==> config.mk <==
export PLATFORM = sky130hd
export DESIGN_NAME = servo_ascii_command_framer_core_flat
export DESIGN_NICKNAME = d
export VERILOG_FILES = /design/src/hdl/sacf_pkg.sv /design/src/hdl/sacf_if.sv /design/src/hdl/servo_ascii_command_framer_core.sv /design/src/flat_wrapper.sv
export VERILOG_INCLUDE_DIRS = /design/src /design/src/hdl
export SDC_FILE = /design/constraint.sdc
export NUM_CORES = 1
export LEC_CHECK = 0
export ABC_AREA = 1
export BUFFER_PORTS_ARGS = -buffer_cell sky130_fd_sc_hd__buf_2
export CAP_MARGIN = 10
export CORE_MARGIN = 4
export CORE_UTILIZATION = 30
export DETAILED_ROUTE_END_ITERATION = 16
export HOLD_SLACK_MARGIN = 0.08
export PLACE_DENSITY = 0.42
export SETUP_SLACK_MARGIN = 0.5
export SKIP_CTS_REPAIR_TIMING = 1
export SLEW_MARGIN = 20
export SYNTH_ARGS = -nofsm -noshare
export SYNTH_HDL_FRONTEND = slang
export SYNTH_SLANG_ARGS = --single-unit
==> constraint.sdc <==
create_clock -name clk -period 10.35 [get_ports clk]
set_input_delay 0.5175 -clock clk [delete_from_list [all_inputs] [get_ports clk]]
set_output_delay 0.5175 -clock clk [all_outputs]
set_load 0.1 [all_outputs]
==> src/hdl/servo_ascii_command_framer_core_defines.svh <==
// Assertion macros for the servo command framer
`ifndef SERVO_ASCII_COMMAND_FRAMER_CORE_DEFINES_SVH
`define SERVO_ASCII_COMMAND_FRAMER_CORE_DEFINES_SVH

// same-cycle implication, checked outside reset
`define SACF_ASSERT_NOW(label, ante, cons) \
    label: assert property (@(posedge clk) disable iff (!rst_n) (ante) |-> (cons)) \
        else $error("sacf check failed");

// next-cycle implication, checked outside reset
`define SACF_ASSERT_NEXT(label, ante, cons) \
    label: assert property (@(posedge clk) disable iff (!rst_n) (ante) |=> (cons)) \
        else $error("sacf check failed");

`endif

==> src/hdl/sacf_pkg.sv <==
// Types, control characters and helpers for the servo command framer
`timescale 1ns / 1ps

package sacf_pkg;

    typedef logic [7:0] char_t;
    typedef logic [1:0] action_t;
    typedef logic [4:0] len_t;

    localparam action_t ACT_READ    = 2'd0;
    localparam action_t ACT_WRITE4  = 2'd1;
    localparam action_t ACT_WRITE8  = 2'd2;
    localparam action_t ACT_INVALID = 2'd3;

    localparam char_t CH_EOT = 8'h04;
    localparam char_t CH_SOH = 8'h01;
    localparam char_t CH_STX = 8'h02;
    localparam char_t CH_ETX = 8'h03;

    localparam char_t DIGIT_BASE = 8'h30;
    localparam char_t ALPHA_BASE = 8'h41;

    localparam int FRAME_MAX = 19;
    localparam len_t LEN_READ   = 5'd11;
    localparam len_t LEN_WRITE4 = 5'd15;
    localparam len_t LEN_WRITE8 = 5'd19;

    // uppercase ASCII hex digit of one nibble
    function automatic char_t hex_digit(input logic [3:0] nib);
        char_t ext;
        ext = {4'h0, nib};
        if (nib < 4'd10)
            return DIGIT_BASE + ext;
        else
            return ALPHA_BASE + ext - 8'd10;
    endfunction

endpackage

==> src/hdl/sacf_if.sv <==
// Valid/ready channels: command request in, frame word out
`timescale 1ns / 1ps

interface sacf_cmd_if;
    logic        valid;
    logic        ready;
    logic [1:0]  action;
    logic [7:0]  command;
    logic [7:0]  data_no;
    logic [31:0] write_value;

    modport source (output valid, output action, output command, output data_no,
                    output write_value, input ready);
    modport sink (input valid, input action, input command, input data_no,
                  input write_value, output ready);
endinterface

interface sacf_frame_if;
    logic       valid;
    logic       ready;
    logic [7:0] frame_byte;
    logic       last_byte;

    modport source (output valid, output frame_byte, output last_byte, input ready);
    modport sink (input valid, input frame_byte, input last_byte, output ready);
endinterface

==> src/hdl/servo_ascii_command_framer_core.sv <==
// Servo amplifier ASCII command framer: request in, serial frame words out
`timescale 1ns / 1ps
`include "servo_ascii_command_framer_core_defines.svh"

// Each accepted request becomes one command frame, sent one word per cycle on
// the frame channel while frame.ready is high: EOT, SOH, station digit, two
// command digits, STX, two data-number digits, 0/4/8 value digits, ETX, two
// checksum digits; last_byte marks the final checksum digit. Frames are 11,
// 15 or 19 words long (read, 4-digit write, 8-digit write), and the next frame
// loads as the final word of the current one is taken. A request passes three
// register stages (digit encode, partial sums, checksum and frame assembly)
// before the serializer, and up to three requests queue behind the frame being
// sent. Action code 3 is accepted and dropped. The station register should
// only be written while nothing is in flight.

module servo_ascii_command_framer_core (
    input  logic               clk,
    input  logic               rst_n,
    input  logic               cfg_we,
    input  logic [3:0]         cfg_wdata,
    sacf_cmd_if.sink           cmd,
    sacf_frame_if.source       frame
);

    localparam int FM = sacf_pkg::FRAME_MAX;

    logic [3:0] station_reg;

    // stage 1: digit encode
    logic                    s1_v_reg;
    sacf_pkg::action_t       s1_act_reg;
    sacf_pkg::char_t         s1_st_reg;
    sacf_pkg::char_t         s1_c_reg [2];
    sacf_pkg::char_t         s1_d_reg [2];
    sacf_pkg::char_t         s1_vd_reg [8];

    // stage 2: partial sums
    logic                    s2_v_reg;
    sacf_pkg::action_t       s2_act_reg;
    sacf_pkg::char_t         s2_st_reg;
    sacf_pkg::char_t         s2_c_reg [2];
    sacf_pkg::char_t         s2_d_reg [2];
    sacf_pkg::char_t         s2_vd_reg [8];
    sacf_pkg::char_t         s2_hsum_reg;
    sacf_pkg::char_t         s2_hi_reg;
    sacf_pkg::char_t         s2_lo_reg;

    // stage 3: assembled frame
    logic                    s3_v_reg;
    sacf_pkg::char_t         s3_frame_reg [FM];
    sacf_pkg::len_t          s3_len_reg;
    sacf_pkg::char_t         s3_frame_next [FM];
    sacf_pkg::len_t          s3_len_next;
    sacf_pkg::char_t         ck_sum;
    sacf_pkg::char_t         ck1;
    sacf_pkg::char_t         ck0;

    // serializer
    logic                    out_v_reg;
    sacf_pkg::len_t          rem_reg;
    sacf_pkg::char_t         shift_reg [FM];

    logic s1_adv, s2_adv, s3_adv, ser_free, ser_load, out_acc, in_acc;

    assign out_acc  = out_v_reg && frame.ready;
    assign ser_free = !out_v_reg || (frame.ready && (rem_reg == 5'd1));
    assign ser_load = s3_v_reg && ser_free;
    assign s3_adv   = !s3_v_reg || ser_load;
    assign s2_adv   = !s2_v_reg || s3_adv;
    assign s1_adv   = !s1_v_reg || s2_adv;
    assign in_acc   = cmd.valid && s1_adv;

    assign cmd.ready        = s1_adv;
    assign frame.valid      = out_v_reg;
    assign frame.frame_byte = shift_reg[0];
    assign frame.last_byte  = (rem_reg == 5'd1);

    always_ff @(posedge clk or negedge rst_n)
    begin
        if (!rst_n)
            station_reg <= 4'h0;
        else if (cfg_we)
            station_reg <= cfg_wdata;
    end

    // valid bits
    always_ff @(posedge clk or negedge rst_n)
    begin
        if (!rst_n)
        begin
            s1_v_reg <= 1'b0;
            s2_v_reg <= 1'b0;
            s3_v_reg <= 1'b0;
        end
        else
        begin
            if (s1_adv)
                s1_v_reg <= cmd.valid && (cmd.action != sacf_pkg::ACT_INVALID);
            if (s2_adv)
                s2_v_reg <= s1_v_reg;
            if (s3_adv)
                s3_v_reg <= s2_v_reg;
        end
    end

    // stage 1 payload
    always_ff @(posedge clk)
    begin
        if (in_acc)
        begin
            s1_act_reg <= cmd.action;
            s1_st_reg  <= sacf_pkg::hex_digit(station_reg);
            s1_c_reg[1] <= sacf_pkg::hex_digit(cmd.command[7:4]);
            s1_c_reg[0] <= sacf_pkg::hex_digit(cmd.command[3:0]);
            s1_d_reg[1] <= sacf_pkg::hex_digit(cmd.data_no[7:4]);
            s1_d_reg[0] <= sacf_pkg::hex_digit(cmd.data_no[3:0]);
            for (int i = 0; i < 8; i++)
                s1_vd_reg[i] <= sacf_pkg::hex_digit(cmd.write_value[i*4 +: 4]);
        end
    end

    // stage 2 payload: header sum and two value-digit sums, all mod 256
    always_ff @(posedge clk)
    begin
        if (s2_adv && s1_v_reg)
        begin
            s2_act_reg <= s1_act_reg;
            s2_st_reg  <= s1_st_reg;
            s2_c_reg   <= s1_c_reg;
            s2_d_reg   <= s1_d_reg;
            s2_vd_reg  <= s1_vd_reg;
            s2_hsum_reg <= s1_st_reg + s1_c_reg[1] + s1_c_reg[0] + sacf_pkg::CH_STX
                         + s1_d_reg[1] + s1_d_reg[0] + sacf_pkg::CH_ETX;
            s2_hi_reg <= s1_vd_reg[7] + s1_vd_reg[6] + s1_vd_reg[5] + s1_vd_reg[4];
            s2_lo_reg <= s1_vd_reg[3] + s1_vd_reg[2] + s1_vd_reg[1] + s1_vd_reg[0];
        end
    end

    // stage 3: checksum and frame layout
    always_comb
    begin
        case (s2_act_reg)
            sacf_pkg::ACT_WRITE4: ck_sum = s2_hsum_reg + s2_lo_reg;
            sacf_pkg::ACT_WRITE8: ck_sum = s2_hsum_reg + s2_hi_reg + s2_lo_reg;
            default:              ck_sum = s2_hsum_reg;
        endcase
        ck1 = sacf_pkg::hex_digit(ck_sum[7:4]);
        ck0 = sacf_pkg::hex_digit(ck_sum[3:0]);

        for (int i = 0; i < FM; i++)
            s3_frame_next[i] = sacf_pkg::CH_ETX;
        s3_frame_next[0] = sacf_pkg::CH_EOT;
        s3_frame_next[1] = sacf_pkg::CH_SOH;
        s3_frame_next[2] = s2_st_reg;
        s3_frame_next[3] = s2_c_reg[1];
        s3_frame_next[4] = s2_c_reg[0];
        s3_frame_next[5] = sacf_pkg::CH_STX;
        s3_frame_next[6] = s2_d_reg[1];
        s3_frame_next[7] = s2_d_reg[0];

        case (s2_act_reg)
            sacf_pkg::ACT_WRITE4:
            begin
                for (int i = 0; i < 4; i++)
                    s3_frame_next[8 + i] = s2_vd_reg[3 - i];
                s3_frame_next[12] = sacf_pkg::CH_ETX;
                s3_frame_next[13] = ck1;
                s3_frame_next[14] = ck0;
                s3_len_next = sacf_pkg::LEN_WRITE4;
            end
            sacf_pkg::ACT_WRITE8:
            begin
                for (int i = 0; i < 8; i++)
                    s3_frame_next[8 + i] = s2_vd_reg[7 - i];
                s3_frame_next[16] = sacf_pkg::CH_ETX;
                s3_frame_next[17] = ck1;
                s3_frame_next[18] = ck0;
                s3_len_next = sacf_pkg::LEN_WRITE8;
            end
            default:
            begin
                s3_frame_next[8]  = sacf_pkg::CH_ETX;
                s3_frame_next[9]  = ck1;
                s3_frame_next[10] = ck0;
                s3_len_next = sacf_pkg::LEN_READ;
            end
        endcase
    end

    always_ff @(posedge clk)
    begin
        if (s3_adv && s2_v_reg)
        begin
            s3_frame_reg <= s3_frame_next;
            s3_len_reg   <= s3_len_next;
        end
    end

    // serializer control
    always_ff @(posedge clk or negedge rst_n)
    begin
        if (!rst_n)
        begin
            out_v_reg <= 1'b0;
            rem_reg   <= '0;
        end
        else if (ser_load)
        begin
            out_v_reg <= 1'b1;
            rem_reg   <= s3_len_reg;
        end
        else if (out_acc)
        begin
            out_v_reg <= (rem_reg != 5'd1);
            rem_reg   <= rem_reg - 5'd1;
        end
    end

    // serializer shift line, word 0 is on the port
    always_ff @(posedge clk)
    begin
        if (ser_load)
            shift_reg <= s3_frame_reg;
        else if (out_acc)
        begin
            for (int i = 0; i < FM - 1; i++)
                shift_reg[i] <= shift_reg[i + 1];
        end
    end

    `SACF_ASSERT_NEXT(a_frame_starts_eot, ser_load, frame.frame_byte == sacf_pkg::CH_EOT)
    `SACF_ASSERT_NOW(a_rem_range, out_v_reg, (rem_reg != 5'd0) && (rem_reg <= sacf_pkg::LEN_WRITE8))
    `SACF_ASSERT_NEXT(a_drop_invalid, in_acc && (cmd.action == sacf_pkg::ACT_INVALID), !s1_v_reg)
    `SACF_ASSERT_NOW(a_load_when_free, ser_load, !out_v_reg || (out_acc && frame.last_byte))

endmodule
==> src/flat_wrapper.sv <==
// flat-port wrapper written by rule: the top's interface ports become plain ports
module servo_ascii_command_framer_core_flat 
  (clk, rst_n, cfg_we, cfg_wdata, cmd_valid, cmd_action, cmd_command, cmd_data_no, cmd_write_value, cmd_ready, frame_valid, frame_frame_byte, frame_last_byte, frame_ready);
  sacf_cmd_if cmd_i ();
  sacf_frame_if frame_i ();
  input  logic clk;
  input  logic rst_n;
  input  logic cfg_we;
  input  logic [3:0] cfg_wdata;
  input wire logic [$bits(cmd_i.valid)-1:0] cmd_valid;
  input wire logic [$bits(cmd_i.action)-1:0] cmd_action;
  input wire logic [$bits(cmd_i.command)-1:0] cmd_command;
  input wire logic [$bits(cmd_i.data_no)-1:0] cmd_data_no;
  input wire logic [$bits(cmd_i.write_value)-1:0] cmd_write_value;
  output wire logic [$bits(cmd_i.ready)-1:0] cmd_ready;
  output wire logic [$bits(frame_i.valid)-1:0] frame_valid;
  output wire logic [$bits(frame_i.frame_byte)-1:0] frame_frame_byte;
  output wire logic [$bits(frame_i.last_byte)-1:0] frame_last_byte;
  input wire logic [$bits(frame_i.ready)-1:0] frame_ready;
  assign cmd_i.valid = cmd_valid;
  assign cmd_i.action = cmd_action;
  assign cmd_i.command = cmd_command;
  assign cmd_i.data_no = cmd_data_no;
  assign cmd_i.write_value = cmd_write_value;
  assign cmd_ready = cmd_i.ready;
  assign frame_valid = frame_i.valid;
  assign frame_frame_byte = frame_i.frame_byte;
  assign frame_last_byte = frame_i.last_byte;
  assign frame_i.ready = frame_ready;
  servo_ascii_command_framer_core u_core (.clk(clk), .rst_n(rst_n), .cfg_we(cfg_we), .cfg_wdata(cfg_wdata), .cmd(cmd_i), .frame(frame_i));
endmodule
# --- After elaboration in Yosys (flattened, before gate mapping) ---
# Index checks and enable logic that the tools add are counted.
classes:
  addsub: 61
  n_mux: 25
  n_eq_ne: 5
  order_cmp: 15
  n_reduce_logical: 16
op_table:
  columns: ["cell", "n"]
  rows:
  - ["2-to-1 mux 144 bit", 1]
  - ["2-to-1 mux 128 bit", 1]
  - ["adder 7 x 4 -> 8 bit, first input constant", 15]
  - ["2-to-1 mux 8 bit", 15]
  - ["subtractor 8 x 4 -> 8 bit, second input constant", 15]
  - ["adder 6 x 4 -> 7 bit, first input constant", 15]
  - ["adder 8 bit", 13]
  - ["one-hot mux 32 bit (2 select lines)", 1]
  - ["< comparator 4 bit, second input constant", 15]
  - ["one-hot mux 24 bit (2 select lines)", 1]
  - ["adder 8 x 2 -> 8 bit, second input constant", 2]
  - ["one-hot mux 8 bit (2 select lines)", 1]
  - ["2-to-1 mux 5 bit", 2]
  - ["one-hot mux 5 bit (2 select lines)", 1]
  - ["logical AND 1 bit", 7]
  - ["equality test 5 x 1 -> 1 bit, second input constant", 1]
  - ["!= test 5 x 1 -> 1 bit, second input constant", 1]
  - ["subtractor 5 x 1 -> 5 bit, second input constant", 1]
  - ["logical NOT 1 bit", 4]
  - ["logical OR 1 bit", 4]
  - ["equality test 2 x 1 -> 1 bit, second input constant", 1]
  - ["equality test 2 bit, second input constant", 1]
  - ["2-to-1 mux 1 bit", 2]
  - ["!= test 2 bit, second input constant", 1]
  - ["nonzero test 2 bit", 1]
totals:
  out_inout_bits: 11
  ff_bits: 534

# --- Logic depth before layout (Yosys ltp) ---
logic_depth:
  depth_word: 8
  mapped_depth: 20
  depth_no_buf: 20

# --- Worst setup path after synthesis ---
# OpenSTA, ideal clock, no wires.
synth_path:
  kind: "reg-to-reg"
  start: "register u_core.rem_reg[1]"
  end: "register u_core.s1_act_reg[0] (enable)"
  synth_period_minus_slack_ns: 6.918
  setup_ns: 0.547
  path_buffers: 0
  setup_slack_ns: 3.432
  arrival_time_ns: 6.371
  stages_incl_launch_ff: 13
  required_time_ns: 9.803
  cell_sequence: "dfrtp_1 -> inv_1 -> ha_1 -> nand2_1 -> nor2_1 -> nand2_1 -> nand2_1 -> nor2_1 -> inv_1 -> nor2_1 -> inv_1 -> nor2_1 -> nor2_1"
synth_via:
  elab_chain_len: 8
synth_lines:
  columns: ["item", "line_no", "source"]
  rows:
  - ["from (decl)", "servo_ascii_command_framer_core.sv:60", "sacf_pkg::len_t rem_reg;"]
  - ["from (signal assigned)", "servo_ascii_command_framer_core.sv:210", "rem_reg <= s3_len_reg;"]
  - ["from (signal assigned)", "servo_ascii_command_framer_core.sv:215", "rem_reg <= rem_reg - 5'd1;"]
  - ["equality test 5 x 1 -> 1 bit", null, null]
  - ["via frame_last_byte", "flat_wrapper.sv:18", "output wire logic [$bits(frame_i.last_byte)-1:0] frame_last_byte;"]
  - ["logical AND 1 bit", "servo_ascii_command_framer_core.sv:66", "assign ser_free = !out_v_reg || (frame.ready && (rem_reg == 5'd1));"]
  - ["logical OR 1 bit", "servo_ascii_command_framer_core.sv:66", null]
  - ["logical AND 1 bit", "servo_ascii_command_framer_core.sv:67", "assign ser_load = s3_v_reg && ser_free;"]
  - ["logical OR 1 bit", "servo_ascii_command_framer_core.sv:68", "assign s3_adv = !s3_v_reg || ser_load;"]
  - ["logical OR 1 bit", "servo_ascii_command_framer_core.sv:69", "assign s2_adv = !s2_v_reg || s3_adv;"]
  - ["logical OR 1 bit", "servo_ascii_command_framer_core.sv:70", "assign s1_adv = !s1_v_reg || s2_adv;"]
  - ["logical AND 1 bit", "servo_ascii_command_framer_core.sv:71", "assign in_acc = cmd.valid && s1_adv;"]
  - ["via u_core.in_acc", "servo_ascii_command_framer_core.sv:63", "logic s1_adv, s2_adv, s3_adv, ser_free, ser_load, out_acc, in_acc;"]
  - ["to (signal assigned)", "servo_ascii_command_framer_core.sv:111", "s1_act_reg <= cmd.action;"]
  - ["to (decl)", "servo_ascii_command_framer_core.sv:31", "sacf_pkg::action_t s1_act_reg;"]
# The timed path passes the listed nets, and every way through them passes these cells.
# A chain may end at the register's enable or synchronous reset.

==> impl_metrics.tcl <==
set metrics [dict create \
    run_status "complete, no violations" \
    grt_setup_unrepaired "false" \
    worst_hold_path_type "in2reg" \
    drive_above_1_share_pct 9.68 \
    synth.distinct_cells 42 \
    fin_crit_sh_pct 34.1 \
    pwr_density_cell_nw_per_um2 230 \
    tritoncts "built" \
    grt.overflow.total 0 \
    maxSlewHeadroom_pct 35.2 \
    max_freq_ghz 0.283 \
    fin_skew_ns 0.0140 \
    syn_area_per_cell_um2 12.3 \
    r2r_cells 13 \
    final_area_um2 23300 \
    place_hpwl_um 33200 \
    syn_area_um2 20500 \
    reg2reg_setup_slack_ns 6.82 \
    combPwrFrac_pct 21.5 \
    synth_adder_area_share_pct 9.19 \
    endpoint_kind "flop" \
    core_um2 67400 \
    synth_top_family_by_area "simple AND/OR/NAND/NOR gates" \
    floorplan.initialDensity_pct 30.4 \
    io_pins 70 \
    worstHoldStart "cfg_wdata[1]" \
    nets 1915 \
    crit_family "simple AND/OR/NAND/NOR gates" \
    grt.total_usage_pct 12.7 \
    cts.sinks 464 \
    wl_um 45900 \
    switching_share_pct 29.4 \
    crit_arrival_ns 3.85 \
    fp.dieW_um 269 \
    root_buffer "clkbuf_16" \
    finalMaxSlewViolations 0 \
    largest_reg_flops 126 \
    synth-edff-count 451 \
    die_y_um 269 \
    slowest_stage "nor2_2" \
    path_cells "inv_1 -> ha_1 -> nor2_2 -> inv_2 -> o211ai_1 -> inv_1 -> ha_1 -> inv_1 -> nor2_1 -> nand2_1 -> nand2_1 -> nand2_1 -> nand3_1" \
    final_hold_viol_count 0 \
    synth_ff_type "edfxtp_1" \
    viasPerCell 4.34 \
    worst_slew_pin_slew_ns 0.972 \
    seq_area_frac_synth_pct 67.8 \
    final_util_pct 34.6 \
    synth-xor-area-share_pct 1.46 \
    cts_buffers 49 \
    cp_slowest_stage_delay_ns 0.85 \
    place.gp.congestion 0.873 \
    antenna_found_initial 0 \
    yosys.area.top_type "edfxtp_1" \
    synth_mux_area_share_pct 0.0550 \
    reg2reg_from "u_core.s2_act_reg[0]" \
    r2r_end "u_core.s3_frame_reg[66]" \
    cellInternalPower_w 0.00379 \
    synth_seq_cells 464 \
    worst-setup-path-type "reg2reg" \
    whs_path_depth 3 \
    yosys-top-cells-area "edfxtp_1 (66%), nand2_1 (9.0%), fa_1 (5.6%), inv_1 (3.8%), ha_1 (3.6%)" \
    min_period_ns 3.53 \
    fillerInstances 6607 \
    num_vias 11500 \
    dr.pass1.iters 7 \
    yosysMostFrequentCell "nand2_1" \
    rows 95 \
    synth.top_cells.by_count "nand2_1 (488), edfxtp_1 (451), inv_1 (206), nor2_1 (83), ha_1 (59)" \
    grt_pass1_wl_um 71200 \
    pwr-share-seq_pct 46.7 \
    power.switching_w 0.00158 \
    clockBufferDepth 3 \
    synth_top_area_share_pct 66.2 \
    peakVddDrop_v 0.000103 \
    worstHoldEndpoint "u_core.station_reg[1]" \
    p_clk_share_pct 31.8 \
    critPathLaunchType "flop" \
    synth-compound-area-share_pct 3.91 \
    die-area_um2 72400 \
    clk_pin_slew_ns 0.06 \
    synthSimpleGateAreaFrac_pct 12.5 \
    wl_per_cell_um 17.3 \
    cp_data_required_time_ns 10.66 \
    maxCapViolations 0 \
    post_dp_cell_area_um2 21700 \
    drt-initial-drc-count 794 \
    grt_max_degree 85 \
    ys_warn_count 0 \
    grt_pass1_vias 11800 \
    setup_violations 0 \
    syn2layout_area_growth_pct 13.9 \
    setup_tns_ns 0 \
    syn_nets 1833 \
    crit_path_max_fanout 26 \
    drtAntennaViolNets 0 \
    path_buf_inv 4 \
    power.leakage_nw 9.31 \
    insertion_delay_ns 0.58 \
    cts_max_level 2 \
    route.detailed.drc 0 \
    diodes 0 \
    syn_inst 1658 \
    port_buffers 68 \
    async_flop_share_pct 2.80 \
]
-- stage by stage --
step                      hold slack, ns  worst slack, ns  instances  power [W]
after floorplan                    0.222             3.43       1658    0.00335
after global placement             0.404             6.95       2560    0.00373
after detailed placement           0.405             6.87       2560    0.00374
after CTS                         -0.161             6.83       2647    0.00546
after global routing               0.115             6.48       2649    0.00571
final                              0.145             6.82       2649    0.00537
-- placed cells by master, fill, tap and decap left out, drive strengths merged, types with 5 or more instances in the layout --
cell / netlist / routed
nand2: 489 / 489
clkinv: 1 / 15
a22o: 6 / 6
ha: 59 / 59
buf: 38 / 78
nand3: 39 / 39
o21ai: 70 / 70
xor2: 28 / 28
nor2: 86 / 86
dfrtp: 13 / 13
inv: 212 / 214
a22oi: 8 / 8
nor3: 12 / 12
clkbuf: 10 / 67
or2: 10 / 10
nand3b: 5 / 5
xnor2: 6 / 6
fa: 57 / 57
edfxtp: 451 / 451
a21oi: 33 / 33
-- how the worst max path moves through the flow --
stage	startpoint	end	slack, ns	depth (start not counted)
floorplan	u_core.rem_reg[1]	u_core.s1_act_reg[0]	3.43	12
global placement	u_core.s2_act_reg[0]	u_core.s3_frame_reg[66]	6.95	13
detailed placement	u_core.s2_act_reg[0]	u_core.s3_frame_reg[66]	6.87	13
CTS	u_core.s2_act_reg[0]	u_core.s3_frame_reg[66]	6.83	13
global route	u_core.s2_act_reg[0]	u_core.s3_frame_reg[66]	6.48	13
finish	u_core.s2_act_reg[0]	u_core.s3_frame_reg[66]	6.82	13
-- cell type report --
cell class                      count  area (µm²)  area share (%)
Clock buffer                       67        1370            5.86
Clock inverter                     20         173           0.741
Inverter                          213         807            3.46
Multi-Input combinational cell    933        5560            23.8
Sequential cell                   464       13900            59.5
Tap cell                          873        1090            4.69
Timing Repair Buffer               79         445            1.91
-- power by group through the flow --
stage          combinational [W]  clock (W)  sequential [W]
2_1_floorplan           0.000844          0         0.00251
3_3_place_gp             0.00118          0         0.00255
3_5_place_dp             0.00118          0         0.00255
4_1_cts                  0.00119    0.00176         0.00251
5_1_grt                  0.00133    0.00185         0.00253
6_report                 0.00116    0.00171         0.00251
-- logic make-up after synthesis --
group | count (synthesis)
flops | 464
compound gates | 137
buf+inv | 261
other cells | 1
simple gates | 644
fa+ha+maj | 116
mux | 1
xor+xnor | 34
-- worst register-to-register path, delay by kind of cell (launching register included) --
kind                     cells  cell delay (ns)
AO/OA/AOI/OAI                1             0.32
AND/OR/NAND/NOR              6             1.21
buffers and inverters        4             0.54
adder cells (fa/ha/maj)      2             0.83
flip-flops                   1             0.35
-- routing by layer --
layer	part of all wire, %	global-route usage (%)	wire, µm	vias up
met3	3.6	2.26	1660	64
met4	2.2	3.50	1010	0
met1	49	18.3	22400	5553
met2	45	19.8	20800	177
li1	-	-	-	5697
met5	0	0	0	-
Power figures use the tool's default switching activity.
